==> src/rtl/rhf_pkg.sv <==
// shared constants, codes and control types for the random hue color fader
`default_nettype none

package rhf_pkg;

    // number formats
    localparam int COLOR_FRAC_BITS = 8;
    localparam int HUE_BITS        = 16;

    localparam int COLOR_W = 8 + COLOR_FRAC_BITS;
    localparam int CMP_W   = (COLOR_W + 2 > 16) ? COLOR_W + 2 : 16;
    localparam int UNIT_W  = 17;
    localparam logic [UNIT_W-1:0] UNIT_ONE  = UNIT_W'(65536);
    localparam logic [UNIT_W-1:0] UNIT_HALF = UNIT_W'(32768);
    localparam int HUE_THIRD = ((1 << HUE_BITS) + 1) / 3;
    localparam logic [8:0] SPEED_ONE = 9'd256;

    // shared multiplier and channel accumulator widths
    localparam int MUL_A_W = (COLOR_W > UNIT_W) ? COLOR_W : UNIT_W;
    localparam int MUL_B_W = (HUE_BITS + 1 > UNIT_W) ? HUE_BITS + 1 : UNIT_W;
    localparam int PROD_W  = MUL_A_W + MUL_B_W;
    localparam int ACC_W   = HUE_BITS + UNIT_W + 8;
    localparam int RND_W   = ACC_W + COLOR_FRAC_BITS;

    // stream words
    localparam int S_TDATA_W = 24;
    localparam int M_TDATA_W = 24;
    localparam int M_TUSER_W = 2;

    // configuration port
    localparam int CFG_ADDR_W = 3;
    localparam int CFG_DATA_W = 17;
    localparam logic [CFG_ADDR_W-1:0] CFG_SATURATION   = 3'd0;
    localparam logic [CFG_ADDR_W-1:0] CFG_LIGHTNESS    = 3'd1;
    localparam logic [CFG_ADDR_W-1:0] CFG_FADE_SPEED   = 3'd2;
    localparam logic [CFG_ADDR_W-1:0] CFG_MAX_STEP     = 3'd3;
    localparam logic [CFG_ADDR_W-1:0] CFG_NEAR_THRESH  = 3'd4;
    localparam logic [CFG_ADDR_W-1:0] CFG_SHUTOFF      = 3'd5;
    localparam logic [CFG_ADDR_W-1:0] CFG_BUTTON_ARM   = 3'd6;

    // datapath operations
    localparam int OP_W = 4;
    localparam logic [OP_W-1:0] OP_NONE     = 4'd0;
    localparam logic [OP_W-1:0] OP_LOAD     = 4'd1;
    localparam logic [OP_W-1:0] OP_DIST     = 4'd2;
    localparam logic [OP_W-1:0] OP_LS       = 4'd3;
    localparam logic [OP_W-1:0] OP_PQ       = 4'd4;
    localparam logic [OP_W-1:0] OP_CH_MUL   = 4'd5;
    localparam logic [OP_W-1:0] OP_CH_ACC   = 4'd6;
    localparam logic [OP_W-1:0] OP_CH_X255  = 4'd7;
    localparam logic [OP_W-1:0] OP_CH_RND   = 4'd8;
    localparam logic [OP_W-1:0] OP_FD_MUL   = 4'd9;
    localparam logic [OP_W-1:0] OP_FD_APPLY = 4'd10;
    localparam logic [OP_W-1:0] OP_OUT      = 4'd11;

    typedef struct packed {
        logic [OP_W-1:0] op;
        logic [1:0]      ch;
    } rhf_cmd_t;

    typedef struct packed {
        logic off;
        logic near;
    } rhf_sts_t;

endpackage

`default_nettype wire

==> src/rtl/rhf_datapath.sv <==
// datapath: config registers, color state, shared multiplier and output word
`default_nettype none

module rhf_datapath
    import rhf_pkg::*;
(
    input  wire logic                  aclk,
    input  wire logic                  aresetn,
    input  wire logic                  cfg_valid,
    input  wire logic [CFG_ADDR_W-1:0] cfg_addr,
    input  wire logic [CFG_DATA_W-1:0] cfg_wdata,
    input  wire logic [S_TDATA_W-1:0]  s_tdata,
    input  wire rhf_cmd_t              cmd,
    output rhf_sts_t                   sts,
    output logic [M_TDATA_W-1:0]       m_tdata,
    output logic [M_TUSER_W-1:0]       m_tuser
);

    // configuration
    logic [UNIT_W-1:0] sat_reg, light_reg;
    logic [8:0]        speed_reg;
    logic [15:0]       max_step_reg, near_reg, shutoff_reg;
    logic [7:0]        arm_reg;

    // state
    logic [COLOR_W-1:0] cur_reg [0:2];
    logic [COLOR_W-1:0] tgt_reg [0:2];
    logic [15:0]        tick_reg;
    logic               off_reg;
    logic               fresh_reg;
    logic [HUE_BITS-1:0] hue_reg;
    logic               btn_reg;
    logic [CMP_W-1:0]   dist_reg;
    logic [UNIT_W-1:0]  p_reg, q_reg, base_reg;
    logic [PROD_W-1:0]  prod_reg;
    logic [ACC_W-1:0]   acc_reg;
    logic               up_reg;
    logic [M_TDATA_W-1:0] tdata_reg;
    logic [M_TUSER_W-1:0] tuser_reg;

    // combinational
    logic [UNIT_W-1:0]   sat_c, light_c;
    logic [8:0]          speed_c;
    logic [COLOR_W-1:0]  cur_sel, tgt_sel, gap;
    logic                up;
    logic [CMP_W-1:0]    dist_sum;
    logic [COLOR_W-1:0]  ch_abs [0:2];
    logic [HUE_BITS-1:0] t;
    logic [HUE_BITS+2:0] t_ext, t6, t3, hone;
    logic [HUE_BITS+2:0] fall;
    logic                sec1, sec2, sec3;
    logic [HUE_BITS:0]   factor;
    logic [UNIT_W-1:0]   span, base;
    logic [MUL_A_W-1:0]  mul_a;
    logic [MUL_B_W-1:0]  mul_b;
    logic [33:0]         ls_sum;
    logic [UNIT_W-1:0]   ls;
    logic [18:0]         q_w, two_l;
    logic [UNIT_W-1:0]   p_w;
    logic [RND_W-1:0]    rnd;
    logic [PROD_W-1:0]   mag_sum;
    logic [COLOR_W-1:0]  mag, mag_c;
    logic [COLOR_W:0]    round_sum [0:2];
    logic [7:0]          chan_out [0:2];
    logic                off_now;

    // clamp oversized register values
    assign sat_c   = (sat_reg > UNIT_ONE) ? UNIT_ONE : sat_reg;
    assign light_c = (light_reg > UNIT_ONE) ? UNIT_ONE : light_reg;
    assign speed_c = (speed_reg > SPEED_ONE) ? SPEED_ONE : speed_reg;

    // selected channel and its gap
    assign cur_sel = cur_reg[cmd.ch];
    assign tgt_sel = tgt_reg[cmd.ch];
    assign up      = (tgt_sel >= cur_sel);
    assign gap     = up ? (tgt_sel - cur_sel) : (cur_sel - tgt_sel);

    // summed distance over the three channels
    always_comb begin
        dist_sum = '0;
        for (int i = 0; i < 3; i++) begin
            ch_abs[i] = (cur_reg[i] > tgt_reg[i]) ? (cur_reg[i] - tgt_reg[i])
                                                  : (tgt_reg[i] - cur_reg[i]);
            dist_sum  = dist_sum + CMP_W'(ch_abs[i]);
        end
    end

    assign off_now = (tick_reg >= shutoff_reg) ||
                     ((tick_reg > 16'(arm_reg)) && !btn_reg);

    // hue position of the selected channel, wraps modulo one turn
    always_comb begin
        case (cmd.ch)
            2'd0:    t = hue_reg + HUE_BITS'(HUE_THIRD);
            2'd1:    t = hue_reg;
            default: t = hue_reg - HUE_BITS'(HUE_THIRD);
        endcase
    end

    assign t_ext = (HUE_BITS+3)'(t);
    assign t6    = (t_ext << 2) + (t_ext << 1);
    assign t3    = (t_ext << 1) + t_ext;
    assign hone  = (HUE_BITS+3)'(1) << HUE_BITS;
    assign fall  = (hone << 2) - t6;
    assign sec1  = (t6 < hone);
    assign sec2  = !t[HUE_BITS-1];
    assign sec3  = (t3 < (hone << 1));

    always_comb begin
        if (sec1) begin
            factor = t6[HUE_BITS:0];
        end else if (sec2) begin
            factor = '0;
        end else if (sec3) begin
            factor = fall[HUE_BITS:0];
        end else begin
            factor = '0;
        end
    end

    assign span = (q_reg >= p_reg) ? (q_reg - p_reg) : '0;
    assign base = (!sec1 && sec2) ? q_reg : p_reg;

    // shared multiplier operands
    always_comb begin
        case (cmd.op)
            OP_LS: begin
                mul_a = MUL_A_W'(light_c);
                mul_b = MUL_B_W'(sat_c);
            end
            OP_CH_MUL: begin
                mul_a = MUL_A_W'(span);
                mul_b = MUL_B_W'(factor);
            end
            OP_FD_MUL: begin
                mul_a = MUL_A_W'(gap);
                mul_b = MUL_B_W'(speed_c);
            end
            default: begin
                mul_a = '0;
                mul_b = '0;
            end
        endcase
    end

    // q and p of the hsl conversion
    assign ls_sum = 34'(prod_reg) + 34'd32768;
    assign ls     = ls_sum[32:16];
    assign q_w    = (light_c < UNIT_HALF) ? (19'(light_c) + 19'(ls))
                                          : (19'(light_c) + 19'(sat_c) - 19'(ls));
    assign two_l  = 19'(light_c) << 1;
    assign p_w    = (two_l >= q_w) ? UNIT_W'(two_l - q_w) : '0;

    // scale to the color format with rounding
    assign rnd = {acc_reg, {COLOR_FRAC_BITS{1'b0}}} + (RND_W'(1) << (HUE_BITS + 15));

    // fade step magnitude, half away from zero, limited
    assign mag_sum = prod_reg + PROD_W'(128);
    assign mag     = mag_sum[8 +: COLOR_W];
    assign mag_c   = (CMP_W'(mag) > CMP_W'(max_step_reg)) ? COLOR_W'(max_step_reg) : mag;

    // rounded output channels
    always_comb begin
        for (int i = 0; i < 3; i++) begin
            round_sum[i] = (COLOR_W+1)'(cur_reg[i]) + (COLOR_W+1)'(1 << (COLOR_FRAC_BITS - 1));
            chan_out[i]  = (round_sum[i][COLOR_W:COLOR_FRAC_BITS] > 9'd255) ? 8'd255
                         : round_sum[i][COLOR_FRAC_BITS +: 8];
        end
    end

    // configuration registers
    always_ff @(posedge aclk) begin
        if (!aresetn) begin
            sat_reg      <= UNIT_ONE;
            light_reg    <= UNIT_HALF;
            speed_reg    <= 9'd102;
            max_step_reg <= 16'd3840;
            near_reg     <= 16'd128;
            shutoff_reg  <= 16'd6000;
            arm_reg      <= 8'd10;
        end else if (cfg_valid) begin
            case (cfg_addr)
                CFG_SATURATION:  sat_reg      <= cfg_wdata;
                CFG_LIGHTNESS:   light_reg    <= cfg_wdata;
                CFG_FADE_SPEED:  speed_reg    <= cfg_wdata[8:0];
                CFG_MAX_STEP:    max_step_reg <= cfg_wdata[15:0];
                CFG_NEAR_THRESH: near_reg     <= cfg_wdata[15:0];
                CFG_SHUTOFF:     shutoff_reg  <= cfg_wdata[15:0];
                CFG_BUTTON_ARM:  arm_reg      <= cfg_wdata[7:0];
                default: ;
            endcase
        end
    end

    // color and tick state
    always_ff @(posedge aclk) begin
        if (!aresetn) begin
            for (int i = 0; i < 3; i++) begin
                cur_reg[i] <= '0;
                tgt_reg[i] <= '0;
            end
            tick_reg  <= '0;
            off_reg   <= 1'b0;
            fresh_reg <= 1'b0;
        end else begin
            case (cmd.op)
                OP_LOAD:     fresh_reg <= 1'b0;
                OP_DIST:     off_reg <= off_reg | off_now;
                OP_LS:       fresh_reg <= 1'b1;
                OP_CH_RND:   tgt_reg[cmd.ch] <= rnd[HUE_BITS + 16 +: COLOR_W];
                OP_FD_APPLY: cur_reg[cmd.ch] <= up_reg ? (cur_sel + mag_c) : (cur_sel - mag_c);
                OP_OUT: begin
                    if (!off_reg && tick_reg != 16'hFFFF) begin
                        tick_reg <= tick_reg + 16'd1;
                    end
                end
                default: ;
            endcase
        end
    end

    // working registers, no reset
    always_ff @(posedge aclk) begin
        case (cmd.op)
            OP_LOAD: begin
                hue_reg <= HUE_BITS'(s_tdata[15:0]);
                btn_reg <= s_tdata[16];
            end
            OP_DIST:     dist_reg <= dist_sum;
            OP_LS:       prod_reg <= PROD_W'(mul_a) * PROD_W'(mul_b);
            OP_PQ: begin
                q_reg <= q_w[UNIT_W-1:0];
                p_reg <= p_w;
            end
            OP_CH_MUL: begin
                prod_reg <= PROD_W'(mul_a) * PROD_W'(mul_b);
                base_reg <= base;
            end
            OP_CH_ACC:   acc_reg <= ACC_W'({base_reg, {HUE_BITS{1'b0}}}) + ACC_W'(prod_reg);
            OP_CH_X255:  acc_reg <= (acc_reg << 8) - acc_reg;
            OP_FD_MUL: begin
                prod_reg <= PROD_W'(mul_a) * PROD_W'(mul_b);
                up_reg   <= up;
            end
            OP_OUT: begin
                if (off_reg) begin
                    tdata_reg <= '0;
                    tuser_reg <= 2'b10;
                end else begin
                    tdata_reg <= {chan_out[2], chan_out[1], chan_out[0]};
                    tuser_reg <= {1'b0, fresh_reg};
                end
            end
            default: ;
        endcase
    end

    assign sts.off  = off_reg;
    assign sts.near = (dist_reg < CMP_W'(near_reg));
    assign m_tdata  = tdata_reg;
    assign m_tuser  = tuser_reg;

endmodule

`default_nettype wire

==> src/rtl/rhf_ctrl.sv <==
// controller: sequences one tick through the datapath and owns the handshakes
`default_nettype none

module rhf_ctrl
    import rhf_pkg::*;
(
    input  wire logic     aclk,
    input  wire logic     aresetn,
    input  wire logic     s_tvalid,
    output logic          s_tready,
    output logic          m_tvalid,
    input  wire logic     m_tready,
    input  wire rhf_sts_t sts,
    output rhf_cmd_t      cmd
);

    localparam logic [3:0] S_IDLE     = 4'd0;
    localparam logic [3:0] S_DIST     = 4'd1;
    localparam logic [3:0] S_CHECK    = 4'd2;
    localparam logic [3:0] S_LS       = 4'd3;
    localparam logic [3:0] S_PQ       = 4'd4;
    localparam logic [3:0] S_CH_MUL   = 4'd5;
    localparam logic [3:0] S_CH_ACC   = 4'd6;
    localparam logic [3:0] S_CH_X255  = 4'd7;
    localparam logic [3:0] S_CH_RND   = 4'd8;
    localparam logic [3:0] S_FD_MUL   = 4'd9;
    localparam logic [3:0] S_FD_APPLY = 4'd10;
    localparam logic [3:0] S_OUT      = 4'd11;

    logic [3:0] state_reg, state_next;
    logic [1:0] ch_reg, ch_next;
    logic       m_tvalid_reg, m_tvalid_next;
    logic       out_free;

    assign out_free = !m_tvalid_reg || m_tready;

    always_comb begin
        state_next    = state_reg;
        ch_next       = ch_reg;
        cmd.op        = OP_NONE;
        cmd.ch        = ch_reg;
        m_tvalid_next = m_tvalid_reg && !m_tready;
        case (state_reg)
            S_IDLE: begin
                if (s_tvalid) begin
                    cmd.op     = OP_LOAD;
                    state_next = S_DIST;
                end
            end
            S_DIST: begin
                cmd.op     = OP_DIST;
                state_next = S_CHECK;
            end
            S_CHECK: begin
                ch_next = 2'd0;
                if (sts.off) begin
                    state_next = S_OUT;
                end else if (sts.near) begin
                    state_next = S_LS;
                end else begin
                    state_next = S_FD_MUL;
                end
            end
            S_LS: begin
                cmd.op     = OP_LS;
                state_next = S_PQ;
            end
            S_PQ: begin
                cmd.op     = OP_PQ;
                state_next = S_CH_MUL;
            end
            S_CH_MUL: begin
                cmd.op     = OP_CH_MUL;
                state_next = S_CH_ACC;
            end
            S_CH_ACC: begin
                cmd.op     = OP_CH_ACC;
                state_next = S_CH_X255;
            end
            S_CH_X255: begin
                cmd.op     = OP_CH_X255;
                state_next = S_CH_RND;
            end
            S_CH_RND: begin
                cmd.op = OP_CH_RND;
                if (ch_reg == 2'd2) begin
                    ch_next    = 2'd0;
                    state_next = S_FD_MUL;
                end else begin
                    ch_next    = ch_reg + 2'd1;
                    state_next = S_CH_MUL;
                end
            end
            S_FD_MUL: begin
                cmd.op     = OP_FD_MUL;
                state_next = S_FD_APPLY;
            end
            S_FD_APPLY: begin
                cmd.op = OP_FD_APPLY;
                if (ch_reg == 2'd2) begin
                    ch_next    = 2'd0;
                    state_next = S_OUT;
                end else begin
                    ch_next    = ch_reg + 2'd1;
                    state_next = S_FD_MUL;
                end
            end
            S_OUT: begin
                if (out_free) begin
                    cmd.op        = OP_OUT;
                    m_tvalid_next = 1'b1;
                    state_next    = S_IDLE;
                end
            end
            default: begin
                state_next = S_IDLE;
                ch_next    = 2'd0;
            end
        endcase
    end

    always_ff @(posedge aclk) begin
        if (!aresetn) begin
            state_reg    <= S_IDLE;
            ch_reg       <= 2'd0;
            m_tvalid_reg <= 1'b0;
        end else begin
            state_reg    <= state_next;
            ch_reg       <= ch_next;
            m_tvalid_reg <= m_tvalid_next;
        end
    end

    assign s_tready = (state_reg == S_IDLE);
    assign m_tvalid = m_tvalid_reg;

    // channel counter never walks past blue
    assert property (@(posedge aclk) disable iff (!aresetn) ch_reg != 2'd3)
        else $error("channel counter out of range");

    // a finished word always shows up on the output
    assert property (@(posedge aclk) disable iff (!aresetn)
        (state_reg == S_OUT && out_free) |=> (m_tvalid && state_reg == S_IDLE))
        else $error("result word not presented");

    // a waiting word is never overwritten by the next tick
    assert property (@(posedge aclk) disable iff (!aresetn)
        (state_reg == S_OUT && m_tvalid_reg && !m_tready) |=> (state_reg == S_OUT))
        else $error("result word overwritten while stalled");

    // reset returns the sequencer to idle with no word pending
    assert property (@(posedge aclk) !aresetn |=> (state_reg == S_IDLE && !m_tvalid_reg))
        else $error("reset did not clear the sequencer");

endmodule

`default_nettype wire

==> src/rtl/random_hue_led_color_fader.sv <==
// top level of the random hue color fader: controller plus datapath
//
// usage
//   one input word per tick on the s_ channel: random hue and button level
//   one result word per tick on the m_ channel: red, green, blue, new target
//   and powered off flags
//   cfg_* writes the seven setup registers by index; always ready, a write
//   must only be issued while no tick is in flight
// timing
//   a tick runs load, distance and check, then the hsl steps for a new target,
//   the fade steps and the output stage that registers the result word; once
//   powered off, check goes straight to the output stage; with one shared multiplier
//   the three hsl channels take four steps each and the three fade steps two each
//   the next word is accepted while the previous result still waits
// reset
//   aresetn clears colors, tick count and the off flag and loads the
//   register defaults; no word is pending afterwards
// stall
//   a stalled receiver holds the result word; the following tick runs up to
//   the output stage and waits there until the word is taken
`default_nettype none

module random_hue_led_color_fader
    import rhf_pkg::*;
(
    input  wire logic                  aclk,
    input  wire logic                  aresetn,
    // input stream
    input  wire logic                  s_tvalid,
    output logic                       s_tready,
    input  wire logic [S_TDATA_W-1:0]  s_tdata,   // random_hue[15:0], button_level[16], zero pad
    // result stream
    output logic                       m_tvalid,
    input  wire logic                  m_tready,
    output logic [M_TDATA_W-1:0]       m_tdata,   // red[7:0], green[15:8], blue[23:16]
    output logic [M_TUSER_W-1:0]       m_tuser,   // new_target[0], powered_off[1]
    // register write port
    input  wire logic                  cfg_valid,
    output logic                       cfg_ready,
    input  wire logic [CFG_ADDR_W-1:0] cfg_addr,
    input  wire logic [CFG_DATA_W-1:0] cfg_wdata
);

    rhf_cmd_t cmd;
    rhf_sts_t sts;

    // register writes never stall
    assign cfg_ready = 1'b1;

    // sequencer and handshakes
    rhf_ctrl u_ctrl (
        .aclk     (aclk),
        .aresetn  (aresetn),
        .s_tvalid (s_tvalid),
        .s_tready (s_tready),
        .m_tvalid (m_tvalid),
        .m_tready (m_tready),
        .sts      (sts),
        .cmd      (cmd)
    );

    // color state, hsl conversion, fade and output word
    rhf_datapath u_datapath (
        .aclk      (aclk),
        .aresetn   (aresetn),
        .cfg_valid (cfg_valid),
        .cfg_addr  (cfg_addr),
        .cfg_wdata (cfg_wdata),
        .s_tdata   (s_tdata),
        .cmd       (cmd),
        .sts       (sts),
        .m_tdata   (m_tdata),
        .m_tuser   (m_tuser)
    );

endmodule

`default_nettype wire
==> config.mk <==
export PLATFORM = sky130hd
export DESIGN_NAME = random_hue_led_color_fader
export DESIGN_NICKNAME = d
export VERILOG_FILES = /design/src/rtl/rhf_pkg.sv /design/src/rtl/rhf_datapath.sv /design/src/rtl/rhf_ctrl.sv /design/src/rtl/random_hue_led_color_fader.sv
export SDC_FILE = /design/constraint.sdc
export NUM_CORES = 2
export LEC_CHECK = 0
export BUFFER_PORTS_ARGS = -buffer_cell sky130_fd_sc_hd__buf_4
export CAP_MARGIN = 10
export CORE_UTILIZATION = 65
export CTS_CLUSTER_DIAMETER = 200
export DETAILED_ROUTE_END_ITERATION = 10
export GPL_TIMING_DRIVEN = 1
export PLACE_DENSITY = 0.88
export SYNTH_ARGS = -nofsm -noshare
export SYNTH_HDL_FRONTEND = slang
export SYNTH_SLANG_ARGS = --single-unit
==> constraint.sdc <==
create_clock -name aclk -period 37.8 [get_ports aclk]
set_input_delay 7.56 -clock aclk [delete_from_list [all_inputs] [get_ports aclk]]
set_output_delay 7.56 -clock aclk [all_outputs]
set_load 0.01 [all_outputs]
==> summary.md <==
| Metric | Value |
|---|---|
| Total gr overflow | `0` |
| Number of post-CTS setup repair buffers | `0` |
| Worst Path Arrival | `roughly 18 ns` |
| Final ANT Viol Nets | `0` |
| Place WS | `between 20 and 25 ns` |
| Vias | `a little under 40,000` |
| Via/cell ratio | `roughly 6.3` |
| Net count after synthesis | `a little over 6,000` |
| Routability Congestion | `approximately 1.0` |
| Worst-path clk slew | `around 0.07 ns` |
| Largest net degree at the start of global routing | `74` |
| Largest family of logic cells by synthesized area | `adder cells` |
| Die H | `269 um` |
| Sum Neg Setup Slack | `0 ns` |
| Setup ws final | `20.63 ns` |
| Worst VDD drop | `0.190 mV` |
| CP peak stage delay | `just over 0.6 ns` |
| Worst path slowest cell | `clkinv_1` |
| Antenna Diode Count | `0` |
| CTS root buffer | `clkbuf_16` |
| 1st-pass router iterations | `8` |
| CTS resizes | `0` |
| Post-CTS Hold Buffers | `0` |
| Max Cap Violations | `0` |
| Die width | `about 270 um` |
| Core Util, Final | `about 70%` |
| Min-delay worst type | `register to register` |
| Post-synthesis sequential area ratio | `roughly 26%` |
| Layout area overhead | `6.35%` |
| Worst setup EP type | `register` |
| Hold Vio Cnt, Final | `0` |
| DRC Markers | `0` |
| Initial antenna violation count | `1` |
| CTS buffer count | `just under 50` |
| Nets | `6,058` |
| Status | `complete, no violations` |
| Synthesized area per cell | `approximately 8.7 um^2` |
| Port Buffer Count | `69` |
| Maximum root-to-sink buffer count | `3` |
| Crit path top cell by count | `fa_1` |
| Worst clock skew | `0.0483 ns` |
| Fill cells | `5,253` |
| Core Area | `roughly 70,000 um^2` |
| Max FO, Critical Path | `15` |
| Worst Max-Slew Pin Slew | `between 1 and 1.5 ns` |
| Ports | `78` |
| Synth unique cells | `102` |
| Fmax | `58.2 MHz` |
| Compound-Gate Fraction of Synth Area | `between 10% and 20%` |
| Finish-stage setup viols | `0` |
| Startpoint types | `input pin` |
| # clock sinks | `between 400 and 500` |
| Mapped Cells | `roughly 5,300` |
| Htree depth | `2` |
| Row count | `97` |
| CTS tree | `built` |
| RSZ-0062 raised after global routing | `no` |
| Most common cell after layout, fill and taps aside | `inv_1` |
| Async SR Flop Fraction | `0%` |
| Slew Limit Fails | `0` |
| Share of layout cells above drive strength 1 | `5.89%` |
| Synthesized area | `roughly 46,000 um^2` |
| Synthesis Warnings | `0` |
| Simple-Gate Fraction of Synth Area | `between 10% and 20%` |
| First-pass GRT wire length | `roughly 210 mm` |
| FF+latch count, synth | `441` |
| Ys flop type | `edfxtp_1` |
| DP Wirelength | `100 mm` |
| Synth Area in Adders | `24.2%` |
| Post-synth EDFFs | `315` |
| Crit path time final | `~17 ns` |
| Initial Util | `about two thirds` |
| Vias in the first global route | `between 30,000 and 40,000` |
| LEAKAGE | `about 0.022 uW` |
| Slew headroom | `20.8%` |
| Synth Area in XOR/XNOR | `6.58%` |
| Setup CP Type | `input pin to register` |
| Die area | `approximately 72,000 um^2` |
| Iteration-0 DRC Markers | `4,129` |
| Multiplexer area fraction after synthesis | `~3.4%` |
| GRT Total Usage | `between 30% and 40%` |
| Total Routed Length | `131 mm` |
| Commonest non-fill, non-tap cells in the layout | `719 x inv_1, 608 x nand2_1, 504 x ha_1` |
| Routed WL per cell | `about 21 um` |
| Clock Latency Late Sink | `0.62 ns` |
| Tcrit/Tclk final | `45.4%` |
| Req. time, crit path | `38.16 ns` |
| Power Dens Cells | `61.1 nW/um^2` |
## layer usage
metal  track usage [%]  vias up  part of all wire (%)
met2              60.7     2064                    46
met3              6.52      526                   9.5
met4              22.4        2                   7.1
met5                 0        -                0.0099
li1                  -    18000                     -
met1              44.3    18800                    37
## area by class of cell
type | count | area [um^2] | area share [%]
Clock buffer | 65 | 1440 | 2.94
Sequential cell | 441 | 12000 | 24.4
Inverter | 722 | 2710 | 5.52
Timing Repair Buffer | 108 | 811 | 1.65
Multi-Input combinational cell | 3940 | 30800 | 62.7
Tap cell | 940 | 1180 | 2.39
Clock inverter | 24 | 208 | 0.423
## final timing paths
path,start,end,slack [ns],depth (start not counted)
worst min-delay path,u_datapath.arm_reg[5],u_datapath.arm_reg[5],0.47,2
worst max-delay path,m_tready,u_datapath.prod_reg[31],20.63,32
worst max register to register,u_ctrl.ch_reg[1],u_datapath.prod_reg[31],23.77,44
worst min register to register,u_datapath.arm_reg[5],u_datapath.arm_reg[5],0.47,2
## cells by family after synthesis
family,after synthesis
flops,441
compound gates,1174
buf+inv,899
simple gates,1559
other cells,1
fa+ha+maj,748
mux,112
xor+xnor,346
## worst max-delay path, delay by kind of cell
family	cells	cell delay [ns]
buffers and inverters	4	0.82
AND/OR/NAND/NOR	8	2.53
AO/OA/AOI/OAI	12	2.99
XOR/XNOR	1	0.08
adder cells (fa/ha/maj)	7	3.51
## power by group
part | internal (uW) | switching (uW)
clock | 284 | 209
combinational | 693 | 1120
sequential | 634 | 57.8
## Yosys cell counts (all sizes together), types with 8 or more instances
cell type  count  area share [%]
inv          721             5.9
ha           504              14
o211ai        32            0.52
edfxtp       315              20
or3           31            0.43
o21bai        83             1.3
and2          94             1.3
or4            8            0.13
a21boi       101             1.6
a21o         140             2.3
buf           35            0.45
nand3         95             1.1
nor2         342             2.8
nand4         45            0.62
a221o          9            0.20
a21oi        336             3.6
mux2          21            0.51
o21a          28            0.46
nor4          28            0.38
mux2i         59             1.3
fa           243              11
xor2          91             1.7
a22oi         21            0.35
nand2b        47            0.64
clkbuf       142             1.2
nor2b         95             1.3
o31a           8            0.15
nand3b        10            0.16
nor3          63            0.68
dfxtp        126             5.5
nor3b          8            0.13
or2           17            0.23
and3          28            0.38
o41ai          8            0.15
o21ai        229             2.5
and4          10            0.20
xnor2        255             4.9
o31ai         20            0.33
a211oi        24            0.39
nand2        620             5.1
mux4          32             1.6
o221ai        10            0.20
a31o           8            0.15
a211o         12            0.23
a31oi         21            0.32
## per-stage QoR
stage          area, um^2  hold WS (ns)  power [uW]  cells
3_5_place_dp        47500         0.460        2450   6151
4_1_cts             49100         0.468        2960   6240
5_1_grt             49100         0.500        3190   6240
2_1_floorplan       46200         0.442        2040   5280
6_report            49100         0.468        3000   6240
3_3_place_gp        47500         0.450        2390   6151
Power figures use the tool's default switching activity.
